$ cat src/rtl/stt_pkg.sv
package stt_pkg;

    localparam int TIMER_SLOTS_DEF = 16;
    localparam int TAG_BITS_DEF    = 16;

    // Action codes
    localparam logic [3:0] ACT_CREATE    = 4'd0;
    localparam logic [3:0] ACT_CREATE_ID = 4'd1;
    localparam logic [3:0] ACT_TICK      = 4'd2;
    localparam logic [3:0] ACT_CHECK     = 4'd3;
    localparam logic [3:0] ACT_FINISH    = 4'd4;
    localparam logic [3:0] ACT_SET_LIMIT = 4'd5;
    localparam logic [3:0] ACT_RESTART   = 4'd6;
    localparam logic [3:0] ACT_EXPIRE    = 4'd7;
    localparam logic [3:0] ACT_QUERY     = 4'd8;

    // Status codes
    localparam logic [1:0] ST_OK        = 2'd0;
    localparam logic [1:0] ST_NOT_FOUND = 2'd1;
    localparam logic [1:0] ST_FULL      = 2'd2;
    localparam logic [1:0] ST_REJECTED  = 2'd3;

    typedef struct packed {
        logic [3:0]  action;
        logic [15:0] timer_tag;
        logic [30:0] time_value;
        logic        loop_mode;
        logic        start_expired;
    } stt_cmd_t;

    typedef struct packed {
        logic        flag;
        logic [1:0]  status;
        logic [15:0] given_tag;
    } stt_rsp_t;

    // Timer body as kept in the slot memory (tag stored alongside)
    typedef struct packed {
        logic [31:0] elapsed;
        logic [30:0] limit;
        logic        loop;
        logic        finished;
    } stt_timer_t;

    localparam int TIMER_W = $bits(stt_timer_t);

    typedef struct packed {
        logic       match;
        logic       keep;
        logic       flag;
        stt_timer_t timer;
    } stt_alu_res_t;

endpackage

$ cat src/rtl/stt_slot_alu.sv
module stt_slot_alu #(
    parameter int TAG_BITS = stt_pkg::TAG_BITS_DEF
) (
    input  logic [3:0]            action,
    input  logic [30:0]           amount,
    input  logic [TAG_BITS-1:0]   key_tag,
    input  logic [TAG_BITS-1:0]   slot_tag,
    input  stt_pkg::stt_timer_t   timer,
    output stt_pkg::stt_alu_res_t res
);
    import stt_pkg::*;

    logic [32:0] sum;

    assign sum = {1'b0, timer.elapsed} + {2'b00, amount};

    always_comb
    begin
        res       = '0;
        res.timer = timer;
        res.match = (slot_tag == key_tag);
        res.keep  = !timer.finished;
        case (action)
            ACT_TICK:
            begin
                // saturate at all ones
                res.timer.elapsed = sum[32] ? '1 : sum[31:0];
            end
            ACT_CHECK:
            begin
                if (timer.elapsed > {1'b0, timer.limit})
                begin
                    res.flag = 1'b1;
                    if (timer.loop)
                        res.timer.elapsed = '0;
                    else
                        res.timer.finished = 1'b1;
                end
            end
            ACT_FINISH:    res.timer.finished = 1'b1;
            ACT_SET_LIMIT: res.timer.limit = amount;
            ACT_RESTART:   res.timer.elapsed = '0;
            ACT_EXPIRE:    res.timer.elapsed = {1'b0, timer.limit} + 32'd1;
            ACT_QUERY:     res.flag = 1'b1;
            default:       res.flag = 1'b0;
        endcase
    end

endmodule

$ cat src/rtl/software_timer_table_top.sv
// Table of tagged software timers, kept packed in creation order.
// Command channel (cmd_valid/cmd_stall/cmd_word) carries one action word;
// response channel (rsp_valid/rsp_stall/rsp_word) returns exactly one word
// per command: flag, status and the tag given by a create.
// A word moves at a clock edge where valid is high and stall is low.
// Creates and unused action codes post their response word through the
// pending register and then the output register. Tick and the tag lookups
// (check, finish, set limit, restart, expire next, query) walk the slot
// memory one slot per cycle through a single shared slot ALU, and a lookup
// stops at the first matching slot; the slot memory has a single read port.
// cmd_stall stays high for the whole command.
// Tick compacts the table in the same pass, writing kept slots downward.
// Reset (rst_n low, asynchronous) empties the table and zeros the next tag;
// no clearing pass is needed since only slots below the count are read.
// A stalled response word holds in the output register; the next command
// may be taken meanwhile and its result waits until the register frees.
module software_timer_table_top #(
    parameter int TIMER_SLOTS = stt_pkg::TIMER_SLOTS_DEF,
    parameter int TAG_BITS    = stt_pkg::TAG_BITS_DEF
) (
    input  logic              clk,
    input  logic              rst_n,
    input  logic              cmd_valid,
    output logic              cmd_stall,
    input  stt_pkg::stt_cmd_t cmd_word,
    output logic              rsp_valid,
    input  logic              rsp_stall,
    output stt_pkg::stt_rsp_t rsp_word
);
    import stt_pkg::*;

    localparam int IDX_W   = $clog2(TIMER_SLOTS);
    localparam int CNT_W   = $clog2(TIMER_SLOTS + 1);
    localparam int ENTRY_W = TAG_BITS + TIMER_W;

    localparam logic [1:0] S_IDLE = 2'd0;
    localparam logic [1:0] S_SCAN = 2'd1;
    localparam logic [1:0] S_POST = 2'd2;

    // control state
    logic [1:0]          state_reg, state_next;
    logic [CNT_W-1:0]    count_reg, count_next;
    logic [TAG_BITS-1:0] next_tag_reg, next_tag_next;
    logic [CNT_W-1:0]    rd_ptr_reg, rd_ptr_next;
    logic                rd_vld_reg, rd_vld_next;
    logic [CNT_W-1:0]    w_ptr_reg, w_ptr_next;
    logic                rsp_valid_reg, rsp_valid_next;

    // payload
    logic [3:0]          act_reg;
    logic [TAG_BITS-1:0] key_reg;
    logic [30:0]         amount_reg;
    logic [IDX_W-1:0]    rd_idx_reg;
    logic [ENTRY_W-1:0]  rd_data_reg;
    stt_rsp_t            pend_reg, pend_next;
    stt_rsp_t            rsp_word_reg, rsp_word_next;
    logic                load_item;

    // slot memory
    logic [ENTRY_W-1:0]  slot_mem [TIMER_SLOTS];
    logic                mem_we;
    logic [IDX_W-1:0]    mem_waddr;
    logic [ENTRY_W-1:0]  mem_wdata;
    logic [IDX_W-1:0]    rd_addr;

    // create path
    logic [TAG_BITS-1:0] cmd_key;
    logic [TAG_BITS-1:0] new_tag;
    logic                table_full;
    logic                tag_reject;
    stt_timer_t          new_timer;

    // shared slot ALU
    logic [TAG_BITS-1:0] slot_tag;
    stt_timer_t          slot_timer;
    stt_alu_res_t        alu_res;

    assign cmd_stall = (state_reg != S_IDLE);
    assign rsp_valid = rsp_valid_reg;
    assign rsp_word  = rsp_word_reg;

    assign cmd_key    = TAG_BITS'(cmd_word.timer_tag);
    assign table_full = (count_reg == CNT_W'(TIMER_SLOTS));
    assign tag_reject = (cmd_word.action == ACT_CREATE_ID) && (cmd_key > next_tag_reg);
    assign new_tag    = (cmd_word.action == ACT_CREATE) ? next_tag_reg : cmd_key;

    always_comb
    begin
        new_timer          = '0;
        new_timer.limit    = cmd_word.time_value;
        new_timer.loop     = cmd_word.loop_mode;
        new_timer.elapsed  = cmd_word.start_expired ?
                             ({1'b0, cmd_word.time_value} + 32'd1) : 32'd0;
    end

    assign slot_tag   = rd_data_reg[ENTRY_W-1 -: TAG_BITS];
    assign slot_timer = stt_timer_t'(rd_data_reg[TIMER_W-1:0]);

    stt_slot_alu #(
        .TAG_BITS (TAG_BITS)
    ) u_alu (
        .action   (act_reg),
        .amount   (amount_reg),
        .key_tag  (key_reg),
        .slot_tag (slot_tag),
        .timer    (slot_timer),
        .res      (alu_res)
    );

    always_comb
    begin
        state_next     = state_reg;
        count_next     = count_reg;
        next_tag_next  = next_tag_reg;
        rd_ptr_next    = rd_ptr_reg;
        rd_vld_next    = 1'b0;
        w_ptr_next     = w_ptr_reg;
        rsp_valid_next = rsp_valid_reg && rsp_stall;
        rsp_word_next  = rsp_word_reg;
        pend_next      = pend_reg;
        load_item      = 1'b0;
        mem_we         = 1'b0;
        mem_waddr      = '0;
        mem_wdata      = '0;
        rd_addr        = rd_ptr_reg[IDX_W-1:0];

        case (state_reg)
            S_IDLE:
            begin
                if (cmd_valid)
                begin
                    load_item  = 1'b1;
                    pend_next  = '0;
                    state_next = S_POST;
                    if (cmd_word.action == ACT_CREATE || cmd_word.action == ACT_CREATE_ID)
                    begin
                        if (table_full)
                            pend_next.status = ST_FULL;
                        else if (tag_reject)
                            pend_next.status = ST_REJECTED;
                        else
                        begin
                            // append at the end of the packed table
                            mem_we              = 1'b1;
                            mem_waddr           = count_reg[IDX_W-1:0];
                            mem_wdata           = {new_tag, new_timer};
                            count_next          = count_reg + 1'b1;
                            next_tag_next       = new_tag + 1'b1;
                            pend_next.flag      = 1'b1;
                            pend_next.given_tag = 16'(new_tag);
                        end
                    end
                    else if (cmd_word.action inside {[ACT_TICK:ACT_QUERY]})
                    begin
                        rd_ptr_next = '0;
                        w_ptr_next  = '0;
                        state_next  = S_SCAN;
                    end
                end
            end
            S_SCAN:
            begin
                // issue one slot read per cycle
                if (rd_ptr_reg < count_reg)
                begin
                    rd_vld_next = 1'b1;
                    rd_ptr_next = rd_ptr_reg + 1'b1;
                end
                if (rd_vld_reg)
                begin
                    if (act_reg == ACT_TICK)
                    begin
                        // keep unfinished timers, packed down to w_ptr
                        if (alu_res.keep)
                        begin
                            mem_we     = 1'b1;
                            mem_waddr  = w_ptr_reg[IDX_W-1:0];
                            mem_wdata  = {slot_tag, alu_res.timer};
                            w_ptr_next = w_ptr_reg + 1'b1;
                        end
                    end
                    else if (alu_res.match)
                    begin
                        mem_we         = 1'b1;
                        mem_waddr      = rd_idx_reg;
                        mem_wdata      = {slot_tag, alu_res.timer};
                        pend_next.flag = alu_res.flag;
                        rd_vld_next    = 1'b0;
                        state_next     = S_POST;
                    end
                end
                else if (rd_ptr_reg >= count_reg)
                begin
                    // pass complete, nothing in flight
                    if (act_reg == ACT_TICK)
                        count_next = w_ptr_reg;
                    else
                        pend_next.status = ST_NOT_FOUND;
                    state_next = S_POST;
                end
            end
            S_POST:
            begin
                if (!rsp_valid_reg || !rsp_stall)
                begin
                    rsp_word_next  = pend_reg;
                    rsp_valid_next = 1'b1;
                    state_next     = S_IDLE;
                end
            end
            default:
            begin
                state_next = S_IDLE;
            end
        endcase
    end

    always_ff @(posedge clk or negedge rst_n)
    begin
        if (!rst_n)
        begin
            state_reg     <= S_IDLE;
            count_reg     <= '0;
            next_tag_reg  <= '0;
            rd_ptr_reg    <= '0;
            rd_vld_reg    <= 1'b0;
            w_ptr_reg     <= '0;
            rsp_valid_reg <= 1'b0;
        end
        else
        begin
            state_reg     <= state_next;
            count_reg     <= count_next;
            next_tag_reg  <= next_tag_next;
            rd_ptr_reg    <= rd_ptr_next;
            rd_vld_reg    <= rd_vld_next;
            w_ptr_reg     <= w_ptr_next;
            rsp_valid_reg <= rsp_valid_next;
        end
    end

    always_ff @(posedge clk)
    begin
        if (load_item)
        begin
            act_reg    <= cmd_word.action;
            key_reg    <= cmd_key;
            amount_reg <= cmd_word.time_value;
        end
        pend_reg     <= pend_next;
        rsp_word_reg <= rsp_word_next;
    end

    // slot memory: one write and one registered read per cycle
    always_ff @(posedge clk)
    begin
        if (mem_we)
            slot_mem[mem_waddr] <= mem_wdata;
        rd_data_reg <= slot_mem[rd_addr];
        rd_idx_reg  <= rd_addr;
    end

`ifndef NO_ASSERTIONS
    a_count_bound: assert property (@(posedge clk) disable iff (!rst_n)
        count_reg <= CNT_W'(TIMER_SLOTS))
        else $error("slot count above table size");

    a_compact_order: assert property (@(posedge clk) disable iff (!rst_n)
        state_reg == S_SCAN |-> w_ptr_reg <= rd_ptr_reg)
        else $error("compaction write pointer overtook read pointer");

    a_read_in_scan: assert property (@(posedge clk) disable iff (!rst_n)
        rd_vld_reg |-> state_reg == S_SCAN)
        else $error("slot read data pending outside scan");

    a_busy_after_take: assert property (@(posedge clk) disable iff (!rst_n)
        cmd_valid && !cmd_stall |=> cmd_stall)
        else $error("command taken without going busy");
`endif

endmodule
$ cat config.mk
export PLATFORM = sky130hd
export DESIGN_NAME = software_timer_table_top
export DESIGN_NICKNAME = d
export VERILOG_FILES = /design/src/rtl/stt_pkg.sv /design/src/rtl/stt_slot_alu.sv /design/src/rtl/software_timer_table_top.sv
export SDC_FILE = /design/constraint.sdc
export NUM_CORES = 2
export LEC_CHECK = 0
export BUFFER_PORTS_ARGS = -buffer_cell sky130_fd_sc_hd__clkbuf_2
export CAP_MARGIN = 25
export CORE_MARGIN = 4
export CORE_UTILIZATION = 45
export DETAILED_ROUTE_END_ITERATION = 10
export RECOVER_POWER = 100
export SYNTH_ARGS = -nofsm -noshare
export SYNTH_HDL_FRONTEND = slang
export SYNTH_HIERARCHICAL = 1
export SYNTH_SLANG_ARGS = --single-unit
$ cat constraint.sdc
create_clock -name clk -period 32.2 [get_ports clk]
set_input_delay 0 -clock clk [delete_from_list [all_inputs] [get_ports clk]]
set_output_delay 0 -clock clk [all_outputs]
set_load 0.005 [all_outputs]
==> out/results.ini <==
[pwr]
internal_power_uw=3759
power_switching_uw=1397
clkPwrFrac_pct=35.1
sw_frac_of_total_pct=27.09
power.density_nw_per_um2=73.57
pwr-share-seq_pct=45.5
peakVddDrop_v=0.00004834
finalPower_uw=5156
pwr-share-comb_pct=19.5
p_leak_uw=0.02191

[timing]
rsz0062_at_grt=false
hold_viol=0
timing.fmax_ghz=0.07388
period_needed_ns=13.54
period_share_pct=42.04
setup_viol=0
finalSetupTns_ns=0
slew_violations=2084
tightest_slew_ns=9.020
maxSlewHeadroom_pct=-501.4
skew_ns=0.02974
worst_hold_slack_ns=0.07102

[yosys]
ys_seq_area_share_pct=71.47
synth_cell_type_count=80
yosysWarnings=6
avgSynthCellArea_um2=18.74
synth_seq_cells=1505
syn_inst=3297
synth_top_area_share_pct=67.30
synth.area.top_cells=edfxtp_1 67%, mux4_2 15%, dfxtp_1 2.8%
postSynth.asyncResetShare_pct=2.326
syn-cell-area_um2=61800
synth.largest_area_cell=edfxtp_1
synth-edff-count=1385
ys.flop_type=edfxtp_1
syn_nets=3445

[setup_path]
crit_buf_inv=3
crit_family=buffers and inverters
crit_fanout=103
crit_slowest_cell=clkbuf_1
startpoint_type=flop
crit_chain=clkbuf_1 -> clkbuf_1 -> clkbuf_1 -> mux4_2 -> mux4_2
cp-end-kind=flop
cpPeakStageDelay_ns=6.42
worst_ep_required_time_ns=32.84
cpMostUsedCell=clkbuf_1
cp.arrival_ns=14.18
critPathKind=reg -> reg

[clocking]
h-tree-depth=4
clk_latency_ns=0.78
clkSinkCount=1505
clk_pin_slew_ns=0.06
cts_root_buf=clkbuf_16
clk_path_buf_depth=3
cts_made_buffers=154
post_cts_resized=0
cts_tree=built

[detailed_routing]
wl_per_cell_um=28.62
drt_iter0_markers=3352
viasPerCell=6.078
ant_nets=0
dr.pass1.iters=6
num_vias=33270
drc=0
drt-total-wl_um=156600

[job]
maxCapViolCount=55

[floorplanning]
die_area_um2=143300
fp-row-count=135
die_x_um=378.6
dieHeight_um=378.6
core_um2=136000
initial_core_util_pct=45.45
pin_count=78

[final_layout]
largest_reg_flops=1296
drive_gt1_share_pct=18.52
final_nets=3699
fin_cells=5473
syn_to_final_growth_pct=13.40

[placement]
detailed_place_hpwl_um=90320
portBuffers=77
routabilityCongestion=0.8675
dp_cells=5108

[grt]
grt_pass1_vias=33680
grt_max_degree=104
grt_use_total_pct=22.09
grt_pass1_wl_um=231200
antenna_found_initial=9
overflow=0

[hold_path]
hp-class=in -> reg

[status]
violations=max-capacitance violations, max-slew violations
status=finished with violations

-- cells in the final DEF (no fill, tap or decap), drive strengths merged, types with 9 or more instances in the layout --
master          n
a21o           22
bufinv         15
dfxtp          85
nor3           30
ha             90
buf            17
nand4          37
inv            81
o21ai         142
a22o           30
and3           20
a31oi           9
and2           14
diode          10
o31ai          10
mux2i          16
nor2           88
edfxtp       1385
nand2b         12
nor4           15
clkinv         41
clkbuf        395
dlygate4sd3    62
xnor2          70
a22oi           9
nand3          57
a21oi         116
xor2           36
mux4          405
dfrtp          35
a221o          26
and4            9
a211oi         12
o211ai         11
nand2         168
-- synthesized netlist by cell type (all sizes together) (7+ instances only) --
cell / n
inv: 75
nand2: 168
o31ai: 10
xor2: 36
dfxtp: 85
buf: 46
a31oi: 9
a21o: 22
dfrtp: 35
a22o: 30
ha: 90
a21oi: 116
nor3: 30
nand2b: 12
a22oi: 9
o21bai: 8
clkbuf: 112
nor3b: 7
and3: 20
nor4b: 7
a211oi: 12
and4: 9
o21ai: 142
mux4: 405
a221o: 26
and2: 14
xnor2: 70
nor2b: 7
nor2: 88
o211ai: 11
mux2i: 16
edfxtp: 1385
nand3: 57
nand4: 37
nor4: 15
-- path summary, 6_finish.rpt --
kind | startpoint | endpoint | slack, ns | cells past startpoint
worst max-delay path | rd_ptr_reg[0]$_DFFE_PN0P_ | rd_data_reg[27]$_DFF_P_ | 18.66 | 5
worst min-delay path | cmd_word[0] | slot_mem[11][34]$_DFFE_PP_ | 0.07 | 2
worst max register to register | rd_ptr_reg[0]$_DFFE_PN0P_ | rd_data_reg[27]$_DFF_P_ | 18.66 | 5
worst min register to register | pend_reg[6]$_SDFFCE_PP0P_ | rsp_word[6]$_DFFE_PP_ | 0.42 | 0
max in group asynchronous | rst_n | rd_ptr_reg[2]$_DFFE_PN0P_ | 29.49 | 4
min in group asynchronous | rst_n | next_tag_reg[13]$_DFFE_PN0P_ | 1.14 | 4
-- layer usage --
layer,up-vias,track usage (%),wire (um)
met1,17670,31.84,66910
met5,-,0,0
li1,14050,-,-
met3,210,3.998,11470
met4,0,5.296,3074
met2,1334,35.31,75180
-- power by group through the flow --
stage	combinational [uW]	clock, uW	sequential (uW)
finish	1000	1810	2350
floorplan	726	0	2320
detailed placement	969	0	2380
global placement	960	0	2380
global route	1090	1930	2360
CTS	982	1850	2340
-- stage by stage --
stage / worst slack (ns) / instance area (um^2) / util, %
after global routing: 16.39 / 70060 / 51.52
after detailed placement: 26.81 / 64880 / 47.72
after global placement: 26.48 / 64640 / 47.54
final: 18.66 / 70080 / 51.54
after floorplan: 19.59 / 61800 / -
after CTS: 26.78 / 70690 / 51.99
-- what timing repair did --
| action | in CTS | in global routing |
|---|---|---|
| buffers inserted | 0 | 0 |
| hold endpoints to repair | 263 | 0 |
| hold buffers | 63 | 0 |
-- cell type report --
type | count | area (um^2)
sequential | 1505 | 44170
multi-input combinational | 1559 | 16770
clock inverter | 68 | 843.3
clock buffer | 219 | 4323
tap | 1781 | 2228
antenna | 10 | 25.02
inverter | 75 | 281.5
fill | 10780 | 65890
timing repair buffer | 256 | 1440
-- cell families (layout without fill, tap and decap cells) --
family | after synthesis | in the layout | synth area share (%)
XOR/XNOR | 106 | 106 | 1.502
multiplexers | 425 | 425 | 15.09
buffers and inverters | 233 | 618 | 1.464
AND/OR/NAND/NOR | 491 | 491 | 3.974
flip-flops | 1505 | 1505 | 71.47
other | 0 | 10 | 0
adder cells (fa/ha/maj) | 91 | 91 | 1.855
AO/OA/AOI/OAI | 446 | 446 | 4.643
(Power assumes the default switching activity.)
